`src/hdl/calendar_date_difference_macros.svh`:
```
// Assertion macros used by the calendar date difference top level.
// Each macro expects clk_i and rst_ni to be visible where it is used.
`ifndef CALENDAR_DATE_DIFFERENCE_MACROS_SVH
`define CALENDAR_DATE_DIFFERENCE_MACROS_SVH

// Consequent must hold in the same cycle as the antecedent.
`define CDD_ASSERT_SAME(lbl, ante, cons, msg) \
  lbl: assert property (@(posedge clk_i) disable iff (!rst_ni) (ante) |-> (cons)) \
    else $error(msg);

// Consequent must hold in the cycle after the antecedent.
`define CDD_ASSERT_NEXT(lbl, ante, cons, msg) \
  lbl: assert property (@(posedge clk_i) disable iff (!rst_ni) (ante) |=> (cons)) \
    else $error(msg);

`endif

```
`src/hdl/cdd_pkg.sv`:
```
// ----------------------------------------------------------------------------
// cdd_pkg
// Shared widths, sequencer codes and controller/datapath interface types for
// the calendar date difference block.
// ----------------------------------------------------------------------------
package cdd_pkg;

  // Field widths of the request and result.
  localparam int unsigned YEAR_W = 14;
  localparam int unsigned MON_W  = 4;
  localparam int unsigned DAY_W  = 5;

  // Width of a day count; covers every 14-bit year.
  localparam int unsigned CNT_W = 23;

  // Restoring-division steps for whole 400-year cycles and 4-year groups.
  localparam int unsigned STEP_W    = 3;
  localparam int unsigned CYC_STEPS = 6;
  localparam int unsigned GRP_STEPS = 5;

  // Datapath operations issued by the controller.
  typedef enum logic [3:0] {
    OP_NONE,
    OP_LOAD,
    OP_PRE,
    OP_SUM,
    OP_TOT,
    OP_DIFF,
    OP_CYCLE,
    OP_CENT,
    OP_GRP0,
    OP_GRP,
    OP_YEAR,
    OP_MONTH,
    OP_PUBLISH
  } op_e;

  // Controller states.
  typedef enum logic [3:0] {
    ST_IDLE,
    ST_PRE,
    ST_SUM,
    ST_TOT,
    ST_DIFF,
    ST_CYC,
    ST_CENT,
    ST_GRP,
    ST_YEAR,
    ST_MON
  } state_e;

  // Command from controller to datapath.
  typedef struct packed {
    op_e               op;
    logic [STEP_W-1:0] shift;
  } cmd_t;

  // Status from datapath to controller.
  typedef struct packed {
    logic cent_fit;
    logic yr_fit;
    logic mon_fit;
  } sts_t;

endpackage

```
`src/hdl/cdd_dpath.sv`:
```
// ----------------------------------------------------------------------------
// cdd_dpath
// Datapath: converts both dates to day counts, takes the distance and lays it
// out again as years, month and days by stepwise subtraction.
// ----------------------------------------------------------------------------
module cdd_dpath #(
  parameter int unsigned MAX_YEAR = 9999
) (
  input  logic                       clk_i,
  input  logic [cdd_pkg::YEAR_W-1:0] first_year_i,
  input  logic [cdd_pkg::MON_W-1:0]  first_month_i,
  input  logic [cdd_pkg::DAY_W-1:0]  first_day_i,
  input  logic [cdd_pkg::YEAR_W-1:0] second_year_i,
  input  logic [cdd_pkg::MON_W-1:0]  second_month_i,
  input  logic [cdd_pkg::DAY_W-1:0]  second_day_i,
  input  cdd_pkg::cmd_t              cmd_i,
  output cdd_pkg::sts_t              sts_o,
  output logic [cdd_pkg::YEAR_W-1:0] elapsed_years_o,
  output logic [cdd_pkg::MON_W-1:0]  elapsed_month_o,
  output logic [cdd_pkg::DAY_W-1:0]  elapsed_days_o
);
  import cdd_pkg::*;

  localparam int unsigned CycleDays  = 146097;
  localparam int unsigned CycleYears = 400;
  localparam int unsigned CentDays   = 36524;
  localparam int unsigned CentYears  = 100;
  localparam int unsigned QuadDays   = 1461;
  localparam int unsigned QuadYears  = 4;
  localparam int unsigned YearDays   = 365;
  localparam int unsigned Recip100   = 5243;
  localparam int unsigned RecipShift = 19;
  localparam int unsigned PROD_W     = 27;
  localparam int unsigned QUO_W      = 8;
  localparam int unsigned MD_W       = 9;
  localparam int unsigned YearMax    = (1 << YEAR_W) - 1;
  localparam logic [YEAR_W-1:0] ClampYear =
    (MAX_YEAR > YearMax) ? YEAR_W'(YearMax) : YEAR_W'(MAX_YEAR);

  // Days of the months before month m in a common year.
  function automatic logic [MD_W-1:0] mon_prefix(input logic [MON_W-1:0] m);
    logic [MD_W-1:0] v;
    unique case (m)
      4'd0, 4'd1: v = 9'd0;
      4'd2:       v = 9'd31;
      4'd3:       v = 9'd59;
      4'd4:       v = 9'd90;
      4'd5:       v = 9'd120;
      4'd6:       v = 9'd151;
      4'd7:       v = 9'd181;
      4'd8:       v = 9'd212;
      4'd9:       v = 9'd243;
      4'd10:      v = 9'd273;
      4'd11:      v = 9'd304;
      4'd12:      v = 9'd334;
      4'd13:      v = 9'd365;
      4'd14:      v = 9'd395;
      default:    v = 9'd426;
    endcase
    return v;
  endfunction

  // Length of month m; odd months up to July and even months from August on
  // have 31 days.
  function automatic logic [DAY_W-1:0] month_len(input logic leap,
                                                 input logic [MON_W-1:0] m);
    logic [DAY_W-1:0] v;
    if (m == MON_W'(2)) begin
      v = leap ? 5'd29 : 5'd28;
    end else if ((m[0] && (m < MON_W'(8))) || (!m[0] && (m >= MON_W'(8)))) begin
      v = 5'd31;
    end else begin
      v = 5'd30;
    end
    return v;
  endfunction

  // Captured request.
  logic [YEAR_W-1:0] yr_q  [2];
  logic [MON_W-1:0]  mon_q [2];
  logic [DAY_W-1:0]  day_q [2];

  // Day-count pipeline registers.
  logic [YEAR_W-1:0] yc_q    [2];
  logic [CNT_W-1:0]  p365_q  [2];
  logic [QUO_W-1:0]  qp_q    [2];
  logic [QUO_W-1:0]  qy_q    [2];
  logic [CNT_W-1:0]  ydays_q [2];
  logic [MD_W-1:0]   mdays_q [2];
  logic [CNT_W-1:0]  tot_q   [2];

  // Walk state.
  logic [CNT_W-1:0]  rest_q;
  logic [YEAR_W-1:0] years_q;
  logic [MON_W-1:0]  month_q;
  logic              cent_nl_q;
  logic              grp_nl_q;
  logic              yr_first_q;

  // Result registers.
  logic [YEAR_W-1:0] res_years_q;
  logic [MON_W-1:0]  res_month_q;
  logic [DAY_W-1:0]  res_days_q;

  // Per-date combinational terms.
  logic [YEAR_W-1:0] yc_d    [2];
  logic [YEAR_W-1:0] pm      [2];
  logic [PROD_W-1:0] prod_p  [2];
  logic [PROD_W-1:0] prod_y  [2];
  logic [CNT_W-1:0]  p365_d  [2];
  logic [YEAR_W-1:0] rem100  [2];
  logic              leap    [2];
  logic [CNT_W-1:0]  ydays_d [2];
  logic [MD_W-1:0]   mdays_d [2];
  logic [CNT_W-1:0]  tot_d   [2];

  // Year clamp, previous-year count and reciprocal quotients by one hundred.
  always_comb begin
    for (int i = 0; i < 2; i++) begin
      yc_d[i]   = (32'(yr_q[i]) > MAX_YEAR) ? ClampYear : yr_q[i];
      pm[i]     = (yc_d[i] == '0) ? '0 : yc_d[i] - YEAR_W'(1);
      prod_p[i] = PROD_W'(pm[i]) * PROD_W'(Recip100);
      prod_y[i] = PROD_W'(yc_d[i]) * PROD_W'(Recip100);
      p365_d[i] = CNT_W'(pm[i]) * CNT_W'(YearDays) + CNT_W'(pm[i] >> 2);
    end
  end

  // Leap test, year days, month days and the total of each date.
  always_comb begin
    for (int i = 0; i < 2; i++) begin
      rem100[i]  = yc_q[i] - YEAR_W'(YEAR_W'(qy_q[i]) * YEAR_W'(CentYears));
      leap[i]    = (rem100[i] == '0) ? (qy_q[i][1:0] == 2'b00) : (yc_q[i][1:0] == 2'b00);
      ydays_d[i] = p365_q[i] - CNT_W'(qp_q[i]) + CNT_W'(qp_q[i] >> 2);
      mdays_d[i] = mon_prefix(mon_q[i]) + MD_W'(leap[i] && (mon_q[i] >= MON_W'(3)))
                   + MD_W'(day_q[i]);
      tot_d[i]   = ydays_q[i] + CNT_W'(mdays_q[i]);
    end
  end

  // Absolute distance of the two counts.
  logic             a_ge_b;
  logic [CNT_W-1:0] diff;
  assign a_ge_b = tot_q[0] >= tot_q[1];
  assign diff   = a_ge_b ? (tot_q[0] - tot_q[1]) : (tot_q[1] - tot_q[0]);

  // Chunk lengths used by the walk.
  logic [CNT_W-1:0]  cyc_len;
  logic [CNT_W-1:0]  cent_len;
  logic [CNT_W-1:0]  grp0_len;
  logic [CNT_W-1:0]  grp_len;
  logic              yr_leap;
  logic [CNT_W-1:0]  yr_len;
  logic [CNT_W-1:0]  mlen;

  assign cyc_len  = CNT_W'(CycleDays) << cmd_i.shift;
  assign cent_len = cent_nl_q ? CNT_W'(CentDays) : CNT_W'(CentDays + 1);
  assign grp0_len = cent_nl_q ? CNT_W'(QuadDays - 1) : CNT_W'(QuadDays);
  assign grp_len  = CNT_W'(QuadDays) << cmd_i.shift;
  assign yr_leap  = yr_first_q && !grp_nl_q;
  assign yr_len   = yr_leap ? CNT_W'(YearDays + 1) : CNT_W'(YearDays);
  assign mlen     = CNT_W'(month_len(yr_leap, month_q));

  assign sts_o.cent_fit = rest_q < cent_len;
  assign sts_o.yr_fit   = rest_q < yr_len;
  assign sts_o.mon_fit  = rest_q < mlen;

  // Datapath registers, updated by the command of the cycle.
  always_ff @(posedge clk_i) begin
    case (cmd_i.op)
      OP_LOAD: begin
        yr_q[0]  <= first_year_i;
        mon_q[0] <= first_month_i;
        day_q[0] <= first_day_i;
        yr_q[1]  <= second_year_i;
        mon_q[1] <= second_month_i;
        day_q[1] <= second_day_i;
      end
      OP_PRE: begin
        for (int i = 0; i < 2; i++) begin
          yc_q[i]   <= yc_d[i];
          p365_q[i] <= p365_d[i];
          qp_q[i]   <= prod_p[i][RecipShift +: QUO_W];
          qy_q[i]   <= prod_y[i][RecipShift +: QUO_W];
        end
      end
      OP_SUM: begin
        for (int i = 0; i < 2; i++) begin
          ydays_q[i] <= ydays_d[i];
          mdays_q[i] <= mdays_d[i];
        end
      end
      OP_TOT: begin
        for (int i = 0; i < 2; i++) begin
          tot_q[i] <= tot_d[i];
        end
      end
      OP_DIFF: begin
        rest_q     <= diff;
        years_q    <= '0;
        month_q    <= MON_W'(1);
        cent_nl_q  <= 1'b0;
        grp_nl_q   <= 1'b0;
        yr_first_q <= 1'b1;
      end
      OP_CYCLE: begin
        if (rest_q >= cyc_len) begin
          rest_q  <= rest_q - cyc_len;
          years_q <= years_q + (YEAR_W'(CycleYears) << cmd_i.shift);
        end
      end
      OP_CENT: begin
        if (!sts_o.cent_fit) begin
          rest_q    <= rest_q - cent_len;
          years_q   <= years_q + YEAR_W'(CentYears);
          cent_nl_q <= 1'b1;
        end
      end
      OP_GRP0: begin
        // The first 4-year group of a later century lacks its leap day.
        if (rest_q >= grp0_len) begin
          rest_q   <= rest_q - grp0_len;
          years_q  <= years_q + YEAR_W'(QuadYears);
          grp_nl_q <= 1'b0;
        end else begin
          grp_nl_q <= cent_nl_q;
        end
      end
      OP_GRP: begin
        if (rest_q >= grp_len) begin
          rest_q   <= rest_q - grp_len;
          years_q  <= years_q + (YEAR_W'(QuadYears) << cmd_i.shift);
          grp_nl_q <= 1'b0;
        end
      end
      OP_YEAR: begin
        if (!sts_o.yr_fit) begin
          rest_q     <= rest_q - yr_len;
          years_q    <= years_q + YEAR_W'(1);
          yr_first_q <= 1'b0;
        end
      end
      OP_MONTH: begin
        if (!sts_o.mon_fit) begin
          rest_q  <= rest_q - mlen;
          month_q <= month_q + MON_W'(1);
        end
      end
      OP_PUBLISH: begin
        res_years_q <= years_q;
        res_month_q <= month_q;
        res_days_q  <= rest_q[DAY_W-1:0];
      end
      default: begin
      end
    endcase
  end

  assign elapsed_years_o = res_years_q;
  assign elapsed_month_o = res_month_q;
  assign elapsed_days_o  = res_days_q;

endmodule

```
`src/hdl/cdd_ctrl.sv`:
```
// ----------------------------------------------------------------------------
// cdd_ctrl
// Controller: sequences the datapath through the day counts and the walk,
// and owns the request and result handshakes.
// ----------------------------------------------------------------------------
module cdd_ctrl (
  input  logic          clk_i,
  input  logic          rst_ni,
  input  logic          in_valid_i,
  output logic          in_ready_o,
  output logic          out_valid_o,
  input  logic          out_ready_i,
  output cdd_pkg::cmd_t cmd_o,
  input  cdd_pkg::sts_t sts_i
);
  import cdd_pkg::*;

  state_e            state_q, state_d;
  logic [STEP_W-1:0] step_q, step_d;
  logic              out_valid_q, out_valid_d;

  // State, step counter and result valid registers.
  always_ff @(posedge clk_i or negedge rst_ni) begin
    if (!rst_ni) begin
      state_q     <= ST_IDLE;
      step_q      <= '0;
      out_valid_q <= 1'b0;
    end else begin
      state_q     <= state_d;
      step_q      <= step_d;
      out_valid_q <= out_valid_d;
    end
  end

  // Next state and datapath commands.
  always_comb begin
    state_d      = state_q;
    step_d       = step_q;
    out_valid_d  = out_valid_q && !out_ready_i;
    cmd_o.op     = OP_NONE;
    cmd_o.shift  = step_q;
    unique case (state_q)
      ST_IDLE: begin
        if (in_valid_i) begin
          cmd_o.op = OP_LOAD;
          state_d  = ST_PRE;
        end
      end
      ST_PRE: begin
        cmd_o.op = OP_PRE;
        state_d  = ST_SUM;
      end
      ST_SUM: begin
        cmd_o.op = OP_SUM;
        state_d  = ST_TOT;
      end
      ST_TOT: begin
        cmd_o.op = OP_TOT;
        state_d  = ST_DIFF;
      end
      ST_DIFF: begin
        cmd_o.op = OP_DIFF;
        step_d   = STEP_W'(CYC_STEPS - 1);
        state_d  = ST_CYC;
      end
      ST_CYC: begin
        cmd_o.op = OP_CYCLE;
        if (step_q == '0) begin
          state_d = ST_CENT;
        end else begin
          step_d = step_q - STEP_W'(1);
        end
      end
      ST_CENT: begin
        // Whole centuries first, then the first 4-year group of the century.
        if (sts_i.cent_fit) begin
          cmd_o.op = OP_GRP0;
          step_d   = STEP_W'(GRP_STEPS - 1);
          state_d  = ST_GRP;
        end else begin
          cmd_o.op = OP_CENT;
        end
      end
      ST_GRP: begin
        cmd_o.op = OP_GRP;
        if (step_q == '0) begin
          state_d = ST_YEAR;
        end else begin
          step_d = step_q - STEP_W'(1);
        end
      end
      ST_YEAR: begin
        if (sts_i.yr_fit) begin
          state_d = ST_MON;
        end else begin
          cmd_o.op = OP_YEAR;
        end
      end
      ST_MON: begin
        // Publish once the month fits and the result register is free.
        if (!sts_i.mon_fit) begin
          cmd_o.op = OP_MONTH;
        end else if (!out_valid_q || out_ready_i) begin
          cmd_o.op    = OP_PUBLISH;
          out_valid_d = 1'b1;
          state_d     = ST_IDLE;
        end
      end
      default: begin
        state_d = ST_IDLE;
      end
    endcase
  end

  assign in_ready_o  = (state_q == ST_IDLE);
  assign out_valid_o = out_valid_q;

endmodule

```
`src/hdl/calendar_date_difference.sv`:
```
// The block takes one request at a time. It forms both day counts, then walks
// the distance to a result with one subtraction per cycle over 400-year
// cycles, centuries, 4-year groups, years and months. A finished result
// waits in its own register while the next request is taken. Reset clears
// the controller and the result valid; there is no clearing pass.
// ----------------------------------------------------------------------------
// calendar_date_difference
// Distance between two Gregorian dates, given as full years, a month
// numbered from one and the remaining days.
// ----------------------------------------------------------------------------
`include "calendar_date_difference_macros.svh"

module calendar_date_difference #(
  parameter int unsigned MAX_YEAR = 9999
) (
  input  logic                       clk_i,
  input  logic                       rst_ni,
  input  logic                       in_valid_i,
  output logic                       in_ready_o,
  input  logic [cdd_pkg::YEAR_W-1:0] first_year_i,
  input  logic [cdd_pkg::MON_W-1:0]  first_month_i,
  input  logic [cdd_pkg::DAY_W-1:0]  first_day_i,
  input  logic [cdd_pkg::YEAR_W-1:0] second_year_i,
  input  logic [cdd_pkg::MON_W-1:0]  second_month_i,
  input  logic [cdd_pkg::DAY_W-1:0]  second_day_i,
  output logic                       out_valid_o,
  input  logic                       out_ready_i,
  output logic [cdd_pkg::YEAR_W-1:0] elapsed_years_o,
  output logic [cdd_pkg::MON_W-1:0]  elapsed_month_o,
  output logic [cdd_pkg::DAY_W-1:0]  elapsed_days_o
);
  import cdd_pkg::*;

  cmd_t cmd;
  sts_t sts;

  // Sequencer.
  cdd_ctrl u_ctrl (
    .clk_i       (clk_i),
    .rst_ni      (rst_ni),
    .in_valid_i  (in_valid_i),
    .in_ready_o  (in_ready_o),
    .out_valid_o (out_valid_o),
    .out_ready_i (out_ready_i),
    .cmd_o       (cmd),
    .sts_i       (sts)
  );

  // Arithmetic and result registers.
  cdd_dpath #(
    .MAX_YEAR (MAX_YEAR)
  ) u_dpath (
    .clk_i           (clk_i),
    .first_year_i    (first_year_i),
    .first_month_i   (first_month_i),
    .first_day_i     (first_day_i),
    .second_year_i   (second_year_i),
    .second_month_i  (second_month_i),
    .second_day_i    (second_day_i),
    .cmd_i           (cmd),
    .sts_o           (sts),
    .elapsed_years_o (elapsed_years_o),
    .elapsed_month_o (elapsed_month_o),
    .elapsed_days_o  (elapsed_days_o)
  );

  // Terms watched by the assertions.
  logic month_in_range;
  logic in_accept;
  assign month_in_range = (elapsed_month_o >= 4'd1) && (elapsed_month_o <= 4'd12);
  assign in_accept      = in_valid_i && in_ready_o;

  // A published month is always a real month and the days are at most 30.
  `CDD_ASSERT_SAME(a_month_range, out_valid_o, month_in_range, "elapsed month out of range")
  `CDD_ASSERT_SAME(a_days_range, out_valid_o, elapsed_days_o <= 5'd30, "elapsed days out of range")
  // An accepted request keeps the block busy for at least the next cycle.
  `CDD_ASSERT_NEXT(a_busy_after_accept, in_accept, !in_ready_o, "request taken while busy")

endmodule

```
`config.mk`:
```
export PLATFORM = sky130hd
export DESIGN_NAME = calendar_date_difference
export DESIGN_NICKNAME = d
export VERILOG_FILES = /design/src/hdl/cdd_pkg.sv /design/src/hdl/cdd_dpath.sv /design/src/hdl/cdd_ctrl.sv /design/src/hdl/calendar_date_difference.sv
export VERILOG_INCLUDE_DIRS = /design/src /design/src/hdl
export SDC_FILE = /design/constraint.sdc
export NUM_CORES = 2
export LEC_CHECK = 0
export ABC_AREA = 1
export ABC_CLOCK_PERIOD_IN_PS = 6700
export BUFFER_PORTS_ARGS = -buffer_cell sky130_fd_sc_hd__buf_2
export CAP_MARGIN = 30
export CORE_AREA = 2 2 347 246
export CTS_CLUSTER_DIAMETER = 60
export DETAILED_ROUTE_END_ITERATION = 12
export DIE_AREA = 0 0 349 248
export MAX_ROUTING_LAYER = met4
export PLACE_DENSITY = 0.78
export SLEW_MARGIN = 20
export SYNTH_ARGS = -nofsm -noshare
export SYNTH_HDL_FRONTEND = slang
export SYNTH_SLANG_ARGS = --single-unit
```
`constraint.sdc`:
```
create_clock -name clk_i -period 6.7 [get_ports clk_i]
set_input_delay 0 -clock clk_i [delete_from_list [all_inputs] [get_ports clk_i]]
set_output_delay 0 -clock clk_i [all_outputs]
set_load 0.01 [all_outputs]
```
==> results.py <==
metrics = {
    "synth": {
        "synth_area_per_cell_um2": 7.80,
        "ys_seq_area_share_pct": 20.3,
        "synth_top_cell_area_share_pct": 20.2,
        "ys.flop_type": "edfxtp_1",
        "async_flop_share_pct": 2.37,
        "synth.distinct_cells": 63,
        "synth_cells": 6374,
        "yosysMostFrequentCell": "inv_1",
        "synth_seq_cells": 337,
        "synth_edf_count": 329,
        "syn-cell-area_um2": 49700,
        "synth_area_leaders": "ha_1, edfxtp_1, fa_1, inv_1, nand2_1",
        "syn-num-nets": 7587,
        "ys_warn_count": 0,
        "synth_common_cells": "inv_1, nand2_1, ha_1, nor2_1, fa_1",
        "synth_top_area_cell": "ha_1",
    },
    "floorplan": {
        "die_x_um": 349,
        "die_h_um": 248,
        "io_pins": 75,
        "start_util_pct": 59.6,
        "core.rowCount": 89,
        "fp.dieArea_um2": 86600,
        "core_area_um2": 83400,
    },
    "detailed_routing": {
        "first_pass_iters": 6,
        "routedWlPerCell_um": 19.4,
        "ant_nets": 0,
        "drc": 0,
        "viasPerCell": 5.62,
        "routed_wl_um": 150000,
        "num_vias": 43600,
        "initialDrtViolationCount": 4282,
    },
    "clock_tree": {
        "cts_tree": "done",
        "clkTransAtPathRegs_ns": 0.06,
        "cts_root_buffer": "clkbuf_16",
        "clkSinkCount": 337,
        "cts.path.max_buffers": 3,
        "h-tree-depth": 2,
        "cts_buffers": 44,
        "clkLatencyLatePin_ns": 0.62,
    },
    "job": {
        "maxCapViolations": 0,
    },
    "worst_setup_path": {
        "crit_type": "flip-flop to flip-flop",
        "endpoint_kind": "flip-flop",
        "crit_slowest_cell": "fa_1",
        "critPathRequiredTime_ns": 7.03,
        "crit_fanout": 7,
        "critical_path.max_stage_delay_ns": 0.53,
        "worst-r2r-setup-slack_ns": 0.26,
        "crit_arrival_ns": 6.77,
        "startpoint_type": "flip-flop",
        "cp_common_cell": "nand2_1",
    },
    "sta": {
        "fin_skew_ns": 0.0443,
        "fin_crit_sh_pct": 96.2,
        "min_period_ns": 6.44,
        "timing.fmax_mhz": 155,
        "drv_slew": 0,
        "worst_slew_pin_slew_ns": 0.950,
        "rsz0062_at_grt": "yes",
        "relSlewSlack_pct": 36.5,
        "hold_viol_final": 0,
        "finalSetupViolations": 0,
    },
    "global_route": {
        "grt_pass1_vias": 41500,
        "grtUsageTotal_pct": 36.0,
        "antenna_found_initial": 4,
        "grt_pass1_wl_um": 234000,
        "overflow": 0,
        "grt_max_degree": 65,
    },
    "placement": {
        "gp_congestion": 1.06,
        "place_inst": 7612,
        "dpl.hpwl_um": 127000,
        "io_buffers": 74,
    },
    "worst_hold_path": {
        "hold_path_class": "input pin to flip-flop",
    },
    "cells_and_area": {
        "drive_gt1_share_pct": 6.77,
        "fin_nets": 7836,
        "area_delta_synth_final_pct": 9.76,
        "stdcell_count": 7754,
    },
    "run_status": {
        "outcome": "completed",
    },
}
-- stage by stage --
step	hold slack [ns]	instance area [µm²]	TNS, ns	util (%)	setup slack (ns)
after CTS	0.0586	54100	0	64.9	0.0439
after detailed placement	-0.131	52200	-0.633	62.6	-0.203
after global routing	0.0855	54500	-0.570	65.4	-0.123
after global placement	-0.128	52200	0	62.5	0.00345
after floorplan	-0.296	49700	0	-	0.0154
final	0.105	54500	0	65.4	0.256
-- repair_timing --
action,4_1_cts,5_1_grt
setup endpoints to repair,9,42
hold buffers,50,0
pin swaps,0,12
endpoints found under the hold margin,56,0
setup buffers,0,7
resized for setup,2,96
-- layout by cell type (no fill, tap or decap), types with 145 or more instances in the layout --
cell	n
a21oi_1	343
buf_4	145
edfxtp_1	329
fa_1	362
ha_1	787
inv_1	1328
nand2_1	1310
nand3_1	340
nor2_1	450
o21ai_0	233
xor2_1	196
-- flip-flops by register name (all words and copies together), names as in the netlist, 3 cells and up --
register                 flops
u_ctrl.state_q               4
u_ctrl.step_q                3
u_dpath.day_q               10
u_dpath.elapsed_days_o       5
u_dpath.elapsed_month_o      4
u_dpath.elapsed_years_o     14
u_dpath.mdays_q             18
u_dpath.mon_q                8
u_dpath.month_q              4
u_dpath.p365_q              46
u_dpath.qp_q                16
u_dpath.qy_q                16
u_dpath.rest_q              23
u_dpath.tot_q               46
u_dpath.yc_q                28
u_dpath.ydays_q             46
u_dpath.years_q             14
u_dpath.yr_q                28
-- path summary, 6_finish.rpt --
kind / depth (start not counted) / end / startpoint
max in group asynchronous: 3 / u_ctrl.state_q[3] / rst_ni
hold reg to reg: 0 / u_dpath.elapsed_days_o[0] / u_dpath.rest_q[0]
hold / removal: 2 / u_dpath.mon_q[0][1] / first_month_i[1]
min in group asynchronous: 3 / u_ctrl.out_valid_o / rst_ni
setup / recovery: 35 / u_dpath.qp_q[0][7] / u_dpath.yr_q[0][5]
setup reg to reg: 35 / u_dpath.qp_q[0][7] / u_dpath.yr_q[0][5]
-- final cells by class --
class,instances,area (µm²)
clock buffers,53,1130
clock inverters,29,295
multi-input cells,4609,34600
well taps,1092,1370
flip-flops and latches,337,10100
repair buffers,272,2000
diodes,3,7.51
fillers,7282,28900
inverters,1359,5110
-- worst max-delay path, delay by kind of cell, from the launching register on --
family	cells	cell delay [ns]
compound gates	3	0.43
xor+xnor	1	0.16
fa+ha+maj	7	2.85
buf+inv	7	0.65
flops	1	0.39
simple gates	17	1.66
-- logic make-up after synthesis --
group | share of synthesized area (%)
AO/OA/AOI/OAI | 8.71
XOR/XNOR | 4.85
adder cells (fa/ha/maj) | 34.8
buffers and inverters | 11.0
flip-flops | 20.3
AND/OR/NAND/NOR | 20.4
-- metal layers --
metal / vias up / track usage [%] / wire (µm)
met3: 164 / 9.10 / 18100
li1: 21000 / - / -
met2: 1892 / 48.4 / 58700
met1: 20500 / 54.7 / 71300
met5: - / - / 0
met4: 0 / 5.25 / 2180
Power is left out: the tool's default activity adds up to more than one toggle a clock period on the data nets, which glitch-free logic cannot reach.
